--- src/rtl/kpt_pkg.sv ---
// Shared constants, types and helpers for the keyed presence table.
package kpt_pkg;

    // Table geometry.
    localparam int TABLE_SLOTS = 16;
    localparam int SLOT_W      = (TABLE_SLOTS > 1) ? $clog2(TABLE_SLOTS) : 1;
    localparam int CNT_W       = $clog2(TABLE_SLOTS + 1);

    // Field widths.
    localparam int KEY_W  = 64;
    localparam int ADDR_W = 32;
    localparam int TIME_W = 48;
    localparam int TTL_W  = 32;
    localparam int OCNT_W = 5;
    localparam int OIDX_W = 4;

    localparam logic [TTL_W-1:0] TTL_DEFAULT = TTL_W'(30000);

    // Request type codes.
    localparam logic REQ_SYNC   = 1'b0;
    localparam logic REQ_EXPIRE = 1'b1;

    typedef enum logic [1:0] {
        STAT_OK        = 2'd0,
        STAT_MALFORMED = 2'd1,
        STAT_FULL      = 2'd2
    } t_status;

    typedef enum logic [1:0] {
        ST_IDLE,
        ST_SCAN,
        ST_FINISH
    } t_state;

    // Captured request payload.
    typedef struct packed {
        logic [KEY_W-1:0]  room;
        logic [KEY_W-1:0]  dev;
        logic [ADDR_W-1:0] link;
        logic              online;
        logic [TIME_W-1:0] now;
    } t_req;

    // One table entry as seen on the read port.
    typedef struct packed {
        logic              used;
        logic              online;
        logic [KEY_W-1:0]  room;
        logic [KEY_W-1:0]  dev;
        logic [ADDR_W-1:0] link;
        logic [TIME_W-1:0] last;
        logic [TTL_W-1:0]  ttl;
    } t_entry;

    // Per-slot verdict of the compare unit.
    typedef struct packed {
        logic key_hit;
        logic differs;
        logic stale;
    } t_slot_res;

    // Table access commands from the sequencer.
    typedef struct packed {
        logic              wr_en;
        logic              clr_en;
        logic [SLOT_W-1:0] rd_idx;
        logic [SLOT_W-1:0] wr_idx;
    } t_store_cmd;

    // Saturate an internal count to the width of the result field.
    function automatic logic [OCNT_W-1:0] sat_count(input logic [CNT_W-1:0] cnt);
        logic [CNT_W+OCNT_W-1:0] ext;
        ext = {{OCNT_W{1'b0}}, cnt};
        if (ext > (CNT_W + OCNT_W)'({OCNT_W{1'b1}})) begin
            return {OCNT_W{1'b1}};
        end
        return ext[OCNT_W-1:0];
    endfunction

endpackage

--- src/rtl/kpt_store.sv ---
// Entry table: per-slot registers with occupied and online flags.
module kpt_store
    import kpt_pkg::*;
(
    input  logic             i_clk,
    input  logic             i_rst_n,
    input  t_store_cmd       i_cmd,
    input  t_req             i_req,
    input  logic [TTL_W-1:0] i_eff_ttl,
    output t_entry           o_ent
);

    logic [TABLE_SLOTS-1:0] r_used;
    logic [TABLE_SLOTS-1:0] r_online;
    logic [KEY_W-1:0]       r_room [TABLE_SLOTS];
    logic [KEY_W-1:0]       r_dev  [TABLE_SLOTS];
    logic [ADDR_W-1:0]      r_link [TABLE_SLOTS];
    logic [TIME_W-1:0]      r_last [TABLE_SLOTS];
    logic [TTL_W-1:0]       r_ttl  [TABLE_SLOTS];

    // Flags are cleared by reset; a sync sets used and writes online from the request, an expiry clears online.
    always_ff @(posedge i_clk) begin
        if (!i_rst_n) begin
            r_used   <= '0;
            r_online <= '0;
        end else begin
            if (i_cmd.clr_en) begin
                r_online[i_cmd.rd_idx] <= 1'b0;
            end
            if (i_cmd.wr_en) begin
                r_used[i_cmd.wr_idx]   <= 1'b1;
                r_online[i_cmd.wr_idx] <= i_req.online;
            end
        end
    end

    // Entry payload is only read for occupied slots.
    always_ff @(posedge i_clk) begin
        if (i_cmd.wr_en) begin
            r_room[i_cmd.wr_idx] <= i_req.room;
            r_dev[i_cmd.wr_idx]  <= i_req.dev;
            r_link[i_cmd.wr_idx] <= i_req.link;
            r_last[i_cmd.wr_idx] <= i_req.now;
            r_ttl[i_cmd.wr_idx]  <= i_eff_ttl;
        end
    end

    // Single read port at the scan position.
    always_comb begin
        o_ent.used   = r_used[i_cmd.rd_idx];
        o_ent.online = r_online[i_cmd.rd_idx];
        o_ent.room   = r_room[i_cmd.rd_idx];
        o_ent.dev    = r_dev[i_cmd.rd_idx];
        o_ent.link   = r_link[i_cmd.rd_idx];
        o_ent.last   = r_last[i_cmd.rd_idx];
        o_ent.ttl    = r_ttl[i_cmd.rd_idx];
    end

endmodule

--- src/rtl/kpt_slot_unit.sv ---
// Shared compare unit: key match, content difference and age check for one slot.
module kpt_slot_unit
    import kpt_pkg::*;
(
    input  t_entry           i_ent,
    input  t_req             i_req,
    input  logic [TTL_W-1:0] i_eff_ttl,
    output t_slot_res        o_res
);

    logic [TIME_W:0]   w_age;
    logic [TTL_W-1:0]  w_ttl;
    logic              w_not_future;

    // Age with borrow; a last-seen time in the future never expires.
    assign w_age        = {1'b0, i_req.now} - {1'b0, i_ent.last};
    assign w_not_future = !w_age[TIME_W];
    assign w_ttl        = (i_ent.ttl != '0) ? i_ent.ttl : i_eff_ttl;

    always_comb begin
        o_res.key_hit = i_ent.used && (i_ent.room == i_req.room);
        o_res.differs = (i_ent.dev != i_req.dev) || (i_ent.link != i_req.link) ||
                        (i_ent.online != i_req.online);
        o_res.stale   = i_ent.used && i_ent.online && w_not_future &&
                        (w_age[TIME_W-1:0] > TIME_W'(w_ttl));
    end

endmodule

--- src/rtl/keyed_presence_table_with_aging_top.sv ---
// Flow: a malformed sync skips the scan and goes from the FINISH state straight to the
// result register; any other request scans one slot per cycle, up to TABLE_SLOTS slots.
// A new request is taken only when the previous one is finished, as the single compare
// unit steps through the table; a result that is not taken holds the block in FINISH.
// Reset (synchronous, active low) empties the table, zeroes both counts, sets the TTL
// register to 30000 and leaves the block ready; no clearing pass is needed.
module keyed_presence_table_with_aging_top
    import kpt_pkg::*;
(
    input  logic              i_clk,
    input  logic              i_rst_n,
    // Request channel.
    input  logic              i_in_valid,
    output logic              o_in_ready,
    input  logic              i_req_type,
    input  logic              i_well_formed,
    input  logic [KEY_W-1:0]  i_room_key,
    input  logic [KEY_W-1:0]  i_device_key,
    input  logic [ADDR_W-1:0] i_link_addr,
    input  logic              i_online_in,
    input  logic [TIME_W-1:0] i_now_ms,
    // Result channel.
    output logic              o_out_valid,
    input  logic              i_out_ready,
    output logic              o_ack_ok,
    output logic [1:0]        o_status,
    output logic              o_changed,
    output logic [OIDX_W-1:0] o_slot_index,
    output logic [OCNT_W-1:0] o_occupied_count,
    output logic [OCNT_W-1:0] o_online_count,
    // Configuration channel.
    input  logic              i_cfg_valid,
    output logic              o_cfg_ready,
    input  logic [TTL_W-1:0]  i_cfg_ttl_ms
);

    t_state            r_state, n_state;
    logic [TTL_W-1:0]  r_ttl;
    logic [TTL_W-1:0]  w_eff_ttl;
    t_req              r_req;
    logic              r_req_type;
    logic              r_bad;
    logic [SLOT_W-1:0] r_idx;
    logic              r_found;
    logic [SLOT_W-1:0] r_hit_idx;
    logic              r_hit_onl;
    logic              r_chg;
    logic              r_free_vld;
    logic [SLOT_W-1:0] r_free_idx;
    logic              r_exp_chg;
    logic [CNT_W-1:0]  r_occ;
    logic [CNT_W-1:0]  r_onl;

    logic              r_out_valid;
    logic              r_ack;
    t_status           r_status;
    logic              r_chg_o;
    logic [OIDX_W-1:0] r_slot_o;
    logic [OCNT_W-1:0] r_occ_o;
    logic [OCNT_W-1:0] r_onl_o;

    logic              w_in_fire;
    logic              w_last;
    logic              w_out_free;
    logic              w_fin_fire;
    logic              w_is_sync;
    logic              w_have_slot;
    logic              w_ack;
    logic [SLOT_W-1:0] w_tgt_idx;
    logic [SLOT_W+OIDX_W-1:0] w_tgt_ext;
    logic [CNT_W-1:0]  w_occ_n;
    logic [CNT_W-1:0]  w_onl_n;
    t_store_cmd        w_cmd;
    t_entry            w_ent;
    t_slot_res         w_res;

    // Table and compare unit.
    kpt_store u_store (
        .i_clk     (i_clk),
        .i_rst_n   (i_rst_n),
        .i_cmd     (w_cmd),
        .i_req     (r_req),
        .i_eff_ttl (w_eff_ttl),
        .o_ent     (w_ent)
    );

    kpt_slot_unit u_unit (
        .i_ent     (w_ent),
        .i_req     (r_req),
        .i_eff_ttl (w_eff_ttl),
        .o_res     (w_res)
    );

    // TTL register; a zero value falls back to the default.
    assign o_cfg_ready = 1'b1;
    assign w_eff_ttl   = (r_ttl != '0) ? r_ttl : TTL_DEFAULT;

    always_ff @(posedge i_clk) begin
        if (!i_rst_n) begin
            r_ttl <= TTL_DEFAULT;
        end else if (i_cfg_valid) begin
            r_ttl <= i_cfg_ttl_ms;
        end
    end

    // Handshake and scan bookkeeping.
    assign w_in_fire   = i_in_valid && o_in_ready;
    assign w_last      = (r_idx == SLOT_W'(TABLE_SLOTS - 1));
    assign w_out_free  = !r_out_valid || i_out_ready;
    assign w_fin_fire  = (r_state == ST_FINISH) && w_out_free;
    assign w_is_sync   = (r_req_type == REQ_SYNC);
    assign w_have_slot = r_found || r_free_vld;
    assign w_ack       = w_is_sync && !r_bad && w_have_slot;
    assign w_tgt_idx   = r_found ? r_hit_idx : r_free_idx;
    assign w_tgt_ext   = {{OIDX_W{1'b0}}, w_tgt_idx};

    // Table commands: write on a successful sync, clear online on a stale entry.
    always_comb begin
        w_cmd.rd_idx = r_idx;
        w_cmd.wr_idx = w_tgt_idx;
        w_cmd.wr_en  = w_fin_fire && w_ack;
        w_cmd.clr_en = (r_state == ST_SCAN) && !w_is_sync && w_res.stale;
    end

    // Occupancy and online counts after this cycle's table updates.
    assign w_occ_n = r_occ + CNT_W'(w_cmd.wr_en && !r_found);
    assign w_onl_n = r_onl - CNT_W'(w_cmd.clr_en)
                   - CNT_W'(w_cmd.wr_en && r_found && r_hit_onl)
                   + CNT_W'(w_cmd.wr_en && r_req.online);

    // Sequencer state register.
    always_ff @(posedge i_clk) begin
        if (!i_rst_n) begin
            r_state <= ST_IDLE;
        end else begin
            r_state <= n_state;
        end
    end

    // Next state and ready.
    always_comb begin
        n_state    = r_state;
        o_in_ready = 1'b0;
        unique case (r_state)
            ST_IDLE: begin
                o_in_ready = 1'b1;
                if (i_in_valid) begin
                    if ((i_req_type == REQ_SYNC) && (!i_well_formed ||
                        (i_room_key == '0) || (i_device_key == '0))) begin
                        n_state = ST_FINISH;
                    end else begin
                        n_state = ST_SCAN;
                    end
                end
            end
            ST_SCAN: begin
                if (w_last || (w_is_sync && w_res.key_hit)) begin
                    n_state = ST_FINISH;
                end
            end
            ST_FINISH: begin
                if (w_out_free) begin
                    n_state = ST_IDLE;
                end
            end
            default: n_state = ST_IDLE;
        endcase
    end

    // Request capture.
    always_ff @(posedge i_clk) begin
        if (w_in_fire) begin
            r_req.room   <= i_room_key;
            r_req.dev    <= i_device_key;
            r_req.link   <= i_link_addr;
            r_req.online <= i_online_in;
            r_req.now    <= i_now_ms;
            r_req_type   <= i_req_type;
        end
    end

    // Scan control: match, first free slot and expiry tracking.
    always_ff @(posedge i_clk) begin
        if (!i_rst_n) begin
            r_bad      <= 1'b0;
            r_idx      <= '0;
            r_found    <= 1'b0;
            r_hit_idx  <= '0;
            r_hit_onl  <= 1'b0;
            r_chg      <= 1'b0;
            r_free_vld <= 1'b0;
            r_free_idx <= '0;
            r_exp_chg  <= 1'b0;
            r_occ      <= '0;
            r_onl      <= '0;
        end else begin
            r_occ <= w_occ_n;
            r_onl <= w_onl_n;
            if (w_in_fire) begin
                r_bad      <= (i_req_type == REQ_SYNC) && (!i_well_formed ||
                              (i_room_key == '0) || (i_device_key == '0));
                r_idx      <= '0;
                r_found    <= 1'b0;
                r_free_vld <= 1'b0;
                r_exp_chg  <= 1'b0;
            end else if (r_state == ST_SCAN) begin
                r_idx <= r_idx + SLOT_W'(1);
                if (w_is_sync) begin
                    if (w_res.key_hit) begin
                        r_found   <= 1'b1;
                        r_hit_idx <= r_idx;
                        r_hit_onl <= w_ent.online;
                        r_chg     <= w_res.differs;
                    end else if (!w_ent.used && !r_free_vld) begin
                        r_free_vld <= 1'b1;
                        r_free_idx <= r_idx;
                    end
                end else if (w_res.stale) begin
                    r_exp_chg <= 1'b1;
                end
            end
        end
    end

    // Result register: holds one finished result until it is taken.
    always_ff @(posedge i_clk) begin
        if (!i_rst_n) begin
            r_out_valid <= 1'b0;
        end else if (w_fin_fire) begin
            r_out_valid <= 1'b1;
        end else if (i_out_ready) begin
            r_out_valid <= 1'b0;
        end
    end

    always_ff @(posedge i_clk) begin
        if (w_fin_fire) begin
            r_ack    <= w_ack;
            r_occ_o  <= sat_count(w_occ_n);
            r_onl_o  <= sat_count(w_onl_n);
            r_slot_o <= w_ack ? w_tgt_ext[OIDX_W-1:0] : '0;
            if (!w_is_sync) begin
                r_status <= STAT_OK;
                r_chg_o  <= r_exp_chg;
            end else if (r_bad) begin
                r_status <= STAT_MALFORMED;
                r_chg_o  <= 1'b0;
            end else if (!w_have_slot) begin
                r_status <= STAT_FULL;
                r_chg_o  <= 1'b0;
            end else begin
                r_status <= STAT_OK;
                r_chg_o  <= r_found ? r_chg : 1'b1;
            end
        end
    end

    assign o_out_valid      = r_out_valid;
    assign o_ack_ok         = r_ack;
    assign o_status         = r_status;
    assign o_changed        = r_chg_o;
    assign o_slot_index     = r_slot_o;
    assign o_occupied_count = r_occ_o;
    assign o_online_count   = r_onl_o;

`ifndef SYNTHESIS
    // Online entries are a subset of occupied entries.
    a_onl_le_occ: assert property (@(posedge i_clk) disable iff (!i_rst_n)
        r_onl <= r_occ)
        else $error("online count exceeds occupied count");

    // The occupied count never passes the table size.
    a_occ_bound: assert property (@(posedge i_clk) disable iff (!i_rst_n)
        r_occ <= CNT_W'(TABLE_SLOTS))
        else $error("occupied count exceeds table size");

    // A table write always targets a matched or a free slot.
    a_wr_target: assert property (@(posedge i_clk) disable iff (!i_rst_n)
        w_cmd.wr_en |-> (r_found || r_free_vld))
        else $error("table write without a target slot");

    // A malformed sync skips the scan.
    a_bad_skip: assert property (@(posedge i_clk) disable iff (!i_rst_n)
        (w_in_fire && (i_req_type == REQ_SYNC) && !i_well_formed)
        |=> (r_state == ST_FINISH))
        else $error("malformed sync entered the scan");
`endif

endmodule

--- config.mk ---
export PLATFORM = sky130hd
export DESIGN_NAME = keyed_presence_table_with_aging_top
export DESIGN_NICKNAME = d
export VERILOG_FILES = /design/src/rtl/kpt_pkg.sv /design/src/rtl/kpt_store.sv /design/src/rtl/kpt_slot_unit.sv /design/src/rtl/keyed_presence_table_with_aging_top.sv
export SDC_FILE = /design/constraint.sdc
export NUM_CORES = 2
export LEC_CHECK = 0
export BUFFER_PORTS_ARGS = -buffer_cell sky130_fd_sc_hd__buf_2
export CAP_MARGIN = 0
export CORE_MARGIN = 4
export CORE_UTILIZATION = 25
export CTS_CLUSTER_SIZE = 25
export DETAILED_ROUTE_END_ITERATION = 8
export HOLD_SLACK_MARGIN = 0.06
export SYNTH_ARGS = -nofsm -noshare
export SYNTH_HDL_FRONTEND = slang
export SYNTH_SLANG_ARGS = --single-unit
export TNS_END_PERCENT = 5
--- constraint.sdc ---
create_clock -name i_clk -period 34.4 [get_ports i_clk]
set_input_delay 3.44 -clock i_clk [delete_from_list [all_inputs] [get_ports i_clk]]
set_output_delay 3.44 -clock i_clk [all_outputs]
set_load 0.02 [all_outputs]
# Word-level counts from Yosys, hierarchy flattened

Memories as Yosys holds them, arrays and structs flattened. A register that Yosys moved wholly into a read port is not among the register bits.
Cells that the tools add are included.

Reductions and logical operators: 48
Eq/ne operators: 10
$lt $le $gt $ge: 5
Add/sub/neg operators: 6
Bitwise operators: 8
Muxes and demuxes: 41

Operators with widths:

| kind                                                        | number |
|---|---|
| zero test 64 bit                                            | 2 |
| == test 64 bit                                              | 1 |
| two-way mux 32 bit                                          | 2 |
| != test 64 bit                                              | 1 |
| nonzero test 32 bit                                         | 2 |
| subtractor 48 x 48 -> 49 bit                                | 1 |
| > comparator 48 x 32 -> 1 bit                               | 1 |
| two-way mux 16 bit                                          | 3 |
| two-way mux 4 bit                                           | 11 |
| != test 32 bit                                              | 1 |
| logical AND 1 bit                                           | 20 |
| bitwise AND 16 bit                                          | 1 |
| bitwise mux 16 bit                                          | 1 |
| inverter 16 bit                                             | 1 |
| OR 16 bit                                                   | 1 |
| two-way mux 1 bit                                           | 14 |
| adder 5 x 1 -> 5 bit                                        | 2 |
| less-than comparator 4 x 5 -> 1 bit (second input constant) | 2 |
| two-way mux 2 bit                                           | 5 |
| subtractor 5 x 1 -> 5 bit                                   | 2 |
| AND reduction 3 bit                                         | 3 |
| binary-select mux 1 bit (select 4 bit)                      | 2 |
| demux 1 bit (select 4 bit)                                  | 2 |
| >= comparator 4 x 1 -> 1 bit (second input constant)        | 2 |
| 16 further kinds                                            | 35 |

Output and inout bits: 21
Memory bits (writable): 3840
Memories kept: 5
Register bits: 323
Word-level logic and storage cells: 152

Memory list:

| memory         | words | bits a word | rd ports | clocked after Yosys merged registers in | write ports | RTL line        | text |
|---|---|---|---|---|---|---|---|
| u_store.r_dev  | 16    | 64          | 1        | 1                                       | 1           | kpt_store.sv:16 | `logic [KEY_W-1:0] r_dev [TABLE_SLOTS];` |
| u_store.r_room | 16    | 64          | 1        | 1                                       | 1           | kpt_store.sv:15 | `logic [KEY_W-1:0] r_room [TABLE_SLOTS];` |
| u_store.r_last | 16    | 48          | 1        | 1                                       | 1           | kpt_store.sv:18 | `logic [TIME_W-1:0] r_last [TABLE_SLOTS];` |
| u_store.r_link | 16    | 32          | 1        | 1                                       | 1           | kpt_store.sv:17 | `logic [ADDR_W-1:0] r_link [TABLE_SLOTS];` |
| u_store.r_ttl  | 16    | 32          | 1        | 1                                       | 1           | kpt_store.sv:19 | `logic [TTL_W-1:0] r_ttl [TABLE_SLOTS];` |

# Logic depth before layout (Yosys ltp)

Depth in word-level cells: 10
Mapped depth: 44

# Modules after synthesis

From an unflattened synthesis, not the netlist that was laid out.

Cell total of the unflattened synthesis: 7479
Area, all modules: 160639.1 um^2

By module, submodules not included:

| module                              | instances | cells each | area an instance (um^2) | sequential area each (um^2) |
|---|---|---|---|---|
| kpt_store                           | 1         | 6017       | 144576.2                | 115951.2 |
| keyed_presence_table_with_aging_top | 1         | 580        | 10033.4                 | 8107.8 |
| kpt_slot_unit                       | 1         | 882        | 6029.5                  | 0.0 |

# Worst setup path after synthesis

Ideal clock, no wire load.

Path type: input-to-reg
From: input i_out_ready
To: register u_store.r_online[10]
Arrival: 15.739 ns
Setup slack: 18.113 ns
Path buffers: 0
Stages on the path: 8
Cell sequence: nand2b_1 -> nor2b_1 -> and2_1 -> o21ai_0 -> nor2_1 -> nor4bb_1 -> a21oi_1 -> o31ai_1

Word-level cells in the longest chain between the ends: 4

Ends and longest elaborated chain:

| what                            | RTL line                                   | text |
|---|---|---|
| from (decl)                     | keyed_presence_table_with_aging_top.sv:24  | `input logic i_out_ready,` |
| logical OR 1 bit                | keyed_presence_table_with_aging_top.sv:109 | `assign w_out_free = !r_out_valid \|\| i_out_ready;` |
| logical AND 1 bit               | keyed_presence_table_with_aging_top.sv:110 | `assign w_fin_fire = (r_state == ST_FINISH) && w_out_free;` |
| via w_fin_fire                  | keyed_presence_table_with_aging_top.sv:65  | `logic w_fin_fire;` |
| logical AND 1 bit               | keyed_presence_table_with_aging_top.sv:121 | `w_cmd.wr_en = w_fin_fire && w_ack;` |
| two-way mux 16 bit              | kpt_store.sv:30                            | `if (i_cmd.wr_en) begin` |
| to (signal, indexed assignment) | kpt_store.sv:32                            | `r_online[i_cmd.wr_idx] <= i_req.online;` |
| to (decl)                       | kpt_store.sv:14                            | `logic [TABLE_SLOTS-1:0] r_online;` |

The timed path passes the listed nets, and every way through them passes these cells.
A chain may end at the register's enable or synchronous reset.

==> reports/summary.txt <==
drc violations -> 0
Pwr Density -> 58.4 nW/um^2
crit-path max FO -> 63
Register-to-Register Setup Slack -> 22.07 ns
Hold Startpoint -> u_store.r_used[11]
Setup Fix Bufs, Post-CTS -> 0
vias -> 79500
Layout Skew -> 0.125 ns
reg-to-reg endpoint -> r_onl[3]
Clk Latency, worst-skew pair -> 1.06 ns
Worst Hold Path Cells -> 1
crit path time final -> 12.33 ns
Die W -> 815 um
part of the cycle the worst path needs -> 0.359
# fillers -> 63100
core area -> 650000 um^2
FP Rows -> 296
EDFF count, synth -> 4068
Max Slew Vio Count -> 0
status -> completed
root buf cell -> clkbuf_16
first-iteration detailed-routing DRC count -> 9498
die footprint -> 664000 um^2
Avg Cell Area, Syn -> 21.8 um^2
Crit Path Class -> reg2reg
drt first pass iters -> 5
syn_nets -> 7828
max-capacitance violation count -> 0
pre-CTS WS -> 22.13 ns
vias in the first global route -> 80600
final WL -> 445000 um
PnR worst setup slack -> 22.07 ns
Hold Vio Cnt, Final -> 0
post-synthesis sequential area ratio -> 0.762
DP HPWL -> 247000 um
hold_ws -> 0.461 ns
HP Class -> reg2reg
Max Buffers Root-to-Sink -> 4
R2R cell count -> 34
WL per Instance -> 26.2 um
RSZ-0062 raised after global routing -> false
share of layout cells above drive strength 1 -> 0.265
post_cts resized -> 0
CP Launch Type -> flip-flop
gr usage total -> 0.129
Hold Path Sink -> u_store.r_used[11]
Die Ht -> 815 um
DP Cell Count -> 16200
Layout Area Growth over Synthesis -> 15.9%
first-pass GRT wire length -> 626000 um
Post-CTS Hold Fix Bufs -> 0
initial antenna violation count -> 36
Primary FF master, synth -> edfxtp_1
GRT overflow -> 0
Final GP Congestion -> 0.798
#FFs+latches synth -> 4167
most used routing layer -> met2
initial core utilization -> 0.251
VDD IR-drop max -> 0.0452 mV
Synth cell types -> 84
Lkg Pwr -> 57.4 nW
nets -> 8359
I/O Buffers -> 267
met1 usage -> 0.176
post-DR vias/cell -> 4.67
I/O pins -> 269
delay of the slowest cell on the worst path -> 0.88 ns
H-tree depth -> 5
Post-DP Area -> 175000 um^2
Post-Syn Instances -> 7486
Rel. slew slack -> 0.148
fin cells -> 17000
final setup vio count -> 0
cell area after synthesis -> 163000 um^2
Critical Path AT -> 13.20 ns
CP delay by family, top -> simple AND/OR/NAND/NOR gates
CP Buf/Inv Count -> 4
Max Clk Rate -> 0.0811 GHz
ys async rst share -> 0
Finished Cell Area -> 189000 um^2
cell repeated most along the worst path -> ha_1
Fin Setup TNS -> 0 ns
maximum number of pins on one net before global-route repair -> 112
clk slew on worst S/H paths -> 0.06 ns
Worst setup EP type -> flip-flop
slowest CP cell -> buf_4
met2 Resource Use GR -> 0.214
met3 usage -> 0.0186
Slew @ Worst Pin -> 1.27 ns
CTS tree -> built
Final ANT Viol Nets -> 0
Worst EP required -> 35.27 ns
synth warn -> 0
Sink Count -> 4167
Num CTS Buffers -> 429
-- metrics by stage --
| stage | total power (W) | utilization |
|---|---|---|
| after global routing | 0.0114 | 0.291 |
| final | 0.0110 | 0.291 |
| after floorplan | 0.00631 | - |
| after detailed placement | 0.00656 | 0.269 |
| after CTS | 0.0111 | 0.291 |
| after global placement | 0.00656 | 0.269 |
-- cell type report --
cell class / count / area [um^2] / area share
Tap cell: 8642 / 10800 / 0.0573
Antenna cell: 12 / 30.0 / 0.000159
Timing Repair Buffer: 475 / 3160 / 0.0168
Multi-Input combinational cell: 2840 / 36500 / 0.193
Clock inverter: 255 / 2640 / 0.0140
Inverter: 104 / 405 / 0.00215
Clock buffer: 511 / 11100 / 0.0589
Sequential cell: 4167 / 124000 / 0.657
-- power breakdown --
group	total, W	switching, W	internal, W	leakage (nW)
registers	0.00581	0.000134	0.00568	37.5
clock network	0.00458	0.00199	0.00259	6.66
logic	0.000633	0.000361	0.000272	13.2
total	0.0110	0.00248	0.00855	57.4
-- worst reg2reg max path: cells and delay by family (launching register included) --
family	cells	cell delay [ns]
and+or+nand+nor	11	2.89
adders and majority gates	7	2.37
xor gates and xnor gates	2	0.29
buffers and inverters	4	2.76
AOI/OAI and AO/OA	8	2.23
muxes	2	0.95
DFF	1	0.73
-- layer usage --
metal	share of wire	routed length, um
met1	0.42	186000
met2	0.49	217000
met3	0.065	29000
met4	0.028	12300
met5	0.000067	30
-- worst max path at each step --
stage | startpoint | cells after the start | slack (ns) | endpoint
after floorplan | i_out_ready | 8 | 18.11 | u_store.r_online[10]
after global placement | flip-flop | 34 | 22.12 | r_onl[3]
after detailed placement | flip-flop | 34 | 22.13 | r_onl[3]
after CTS | flip-flop | 34 | 22.12 | r_onl[3]
after global routing | flip-flop | 34 | 21.40 | r_onl[3]
final | flip-flop | 34 | 22.07 | r_onl[3]
-- cell usage after synthesis, types with 17 or more instances --
cell type	number	area, um^2
nand4_1	58	363
a21oi_1	166	831
mux2i_1	172	1720
a31oi_1	38	238
buf_2	122	611
dfxtp_1	99	1980
nor2b_1	56	350
o21a_1	19	143
o21ai_0	95	475
a22oi_1	19	143
a211oi_1	20	150
nor2_1	122	458
nor3_1	24	120
inv_1	100	375
and3_1	31	194
edfxtp_1	4068	122000
buf_4	50	375
nand2_1	268	1010
nor4_1	73	457
xnor2_1	95	832
mux4_2	1088	24500
buf_1	46	173
nor4bb_1	17	170
xor2_1	74	648
and2_1	22	138
o31ai_1	28	210
nand3_1	40	200
ha_1	91	1140
buf_6	26	293
clkbuf_1	127	477
-- cells in the final DEF (no fill, tap or decap), drive strengths merged, types with 20 or more instances in the layout --
cell type	n
nor2b	56
mux4	1089
o31ai	28
xor2	74
xnor2	95
nor3	24
clkinv	185
o21ai	102
a31oi	38
clkbuf	511
bufinv	38
and2	23
a211oi	20
mux2i	172
nand2	268
nor4	74
nor2	122
edfxtp	4068
a21oi	166
dfxtp	99
ha	91
nand3	40
nand4	58
and3	31
inv	118
buf	475
-- state kept, by name (all words and copies together) (netlist names), 2 cells and up, named ones only --
name,count
u_store.r_room,1024
r_ttl,32
r_req,209
u_store.r_link,512
r_state,2
r_free_idx,4
o_occupied_count,5
r_hit_idx,4
u_store.r_dev,1024
u_store.r_last,768
r_idx,4
r_onl,5
o_slot_index,4
u_store.r_online,16
u_store.r_ttl,512
u_store.r_used,16
o_status,2
o_online_count,5
r_occ,5
-- cell families (layout without fill, tap and decap cells) --
| logic type | Yosys count | after routing | share of synthesized area |
|---|---|---|---|
| fa+ha+maj | 94 | 94 | 0.00736 |
| mux | 1270 | 1270 | 0.162 |
| other cells | 1 | 13 | 0.0000230 |
| simple gates | 773 | 773 | 0.0240 |
| flops | 4167 | 4167 | 0.762 |
| compound gates | 533 | 533 | 0.0209 |
| buf+inv | 479 | 1345 | 0.0146 |
| xor+xnor | 169 | 169 | 0.00909 |
(Power assumes the default switching activity.)
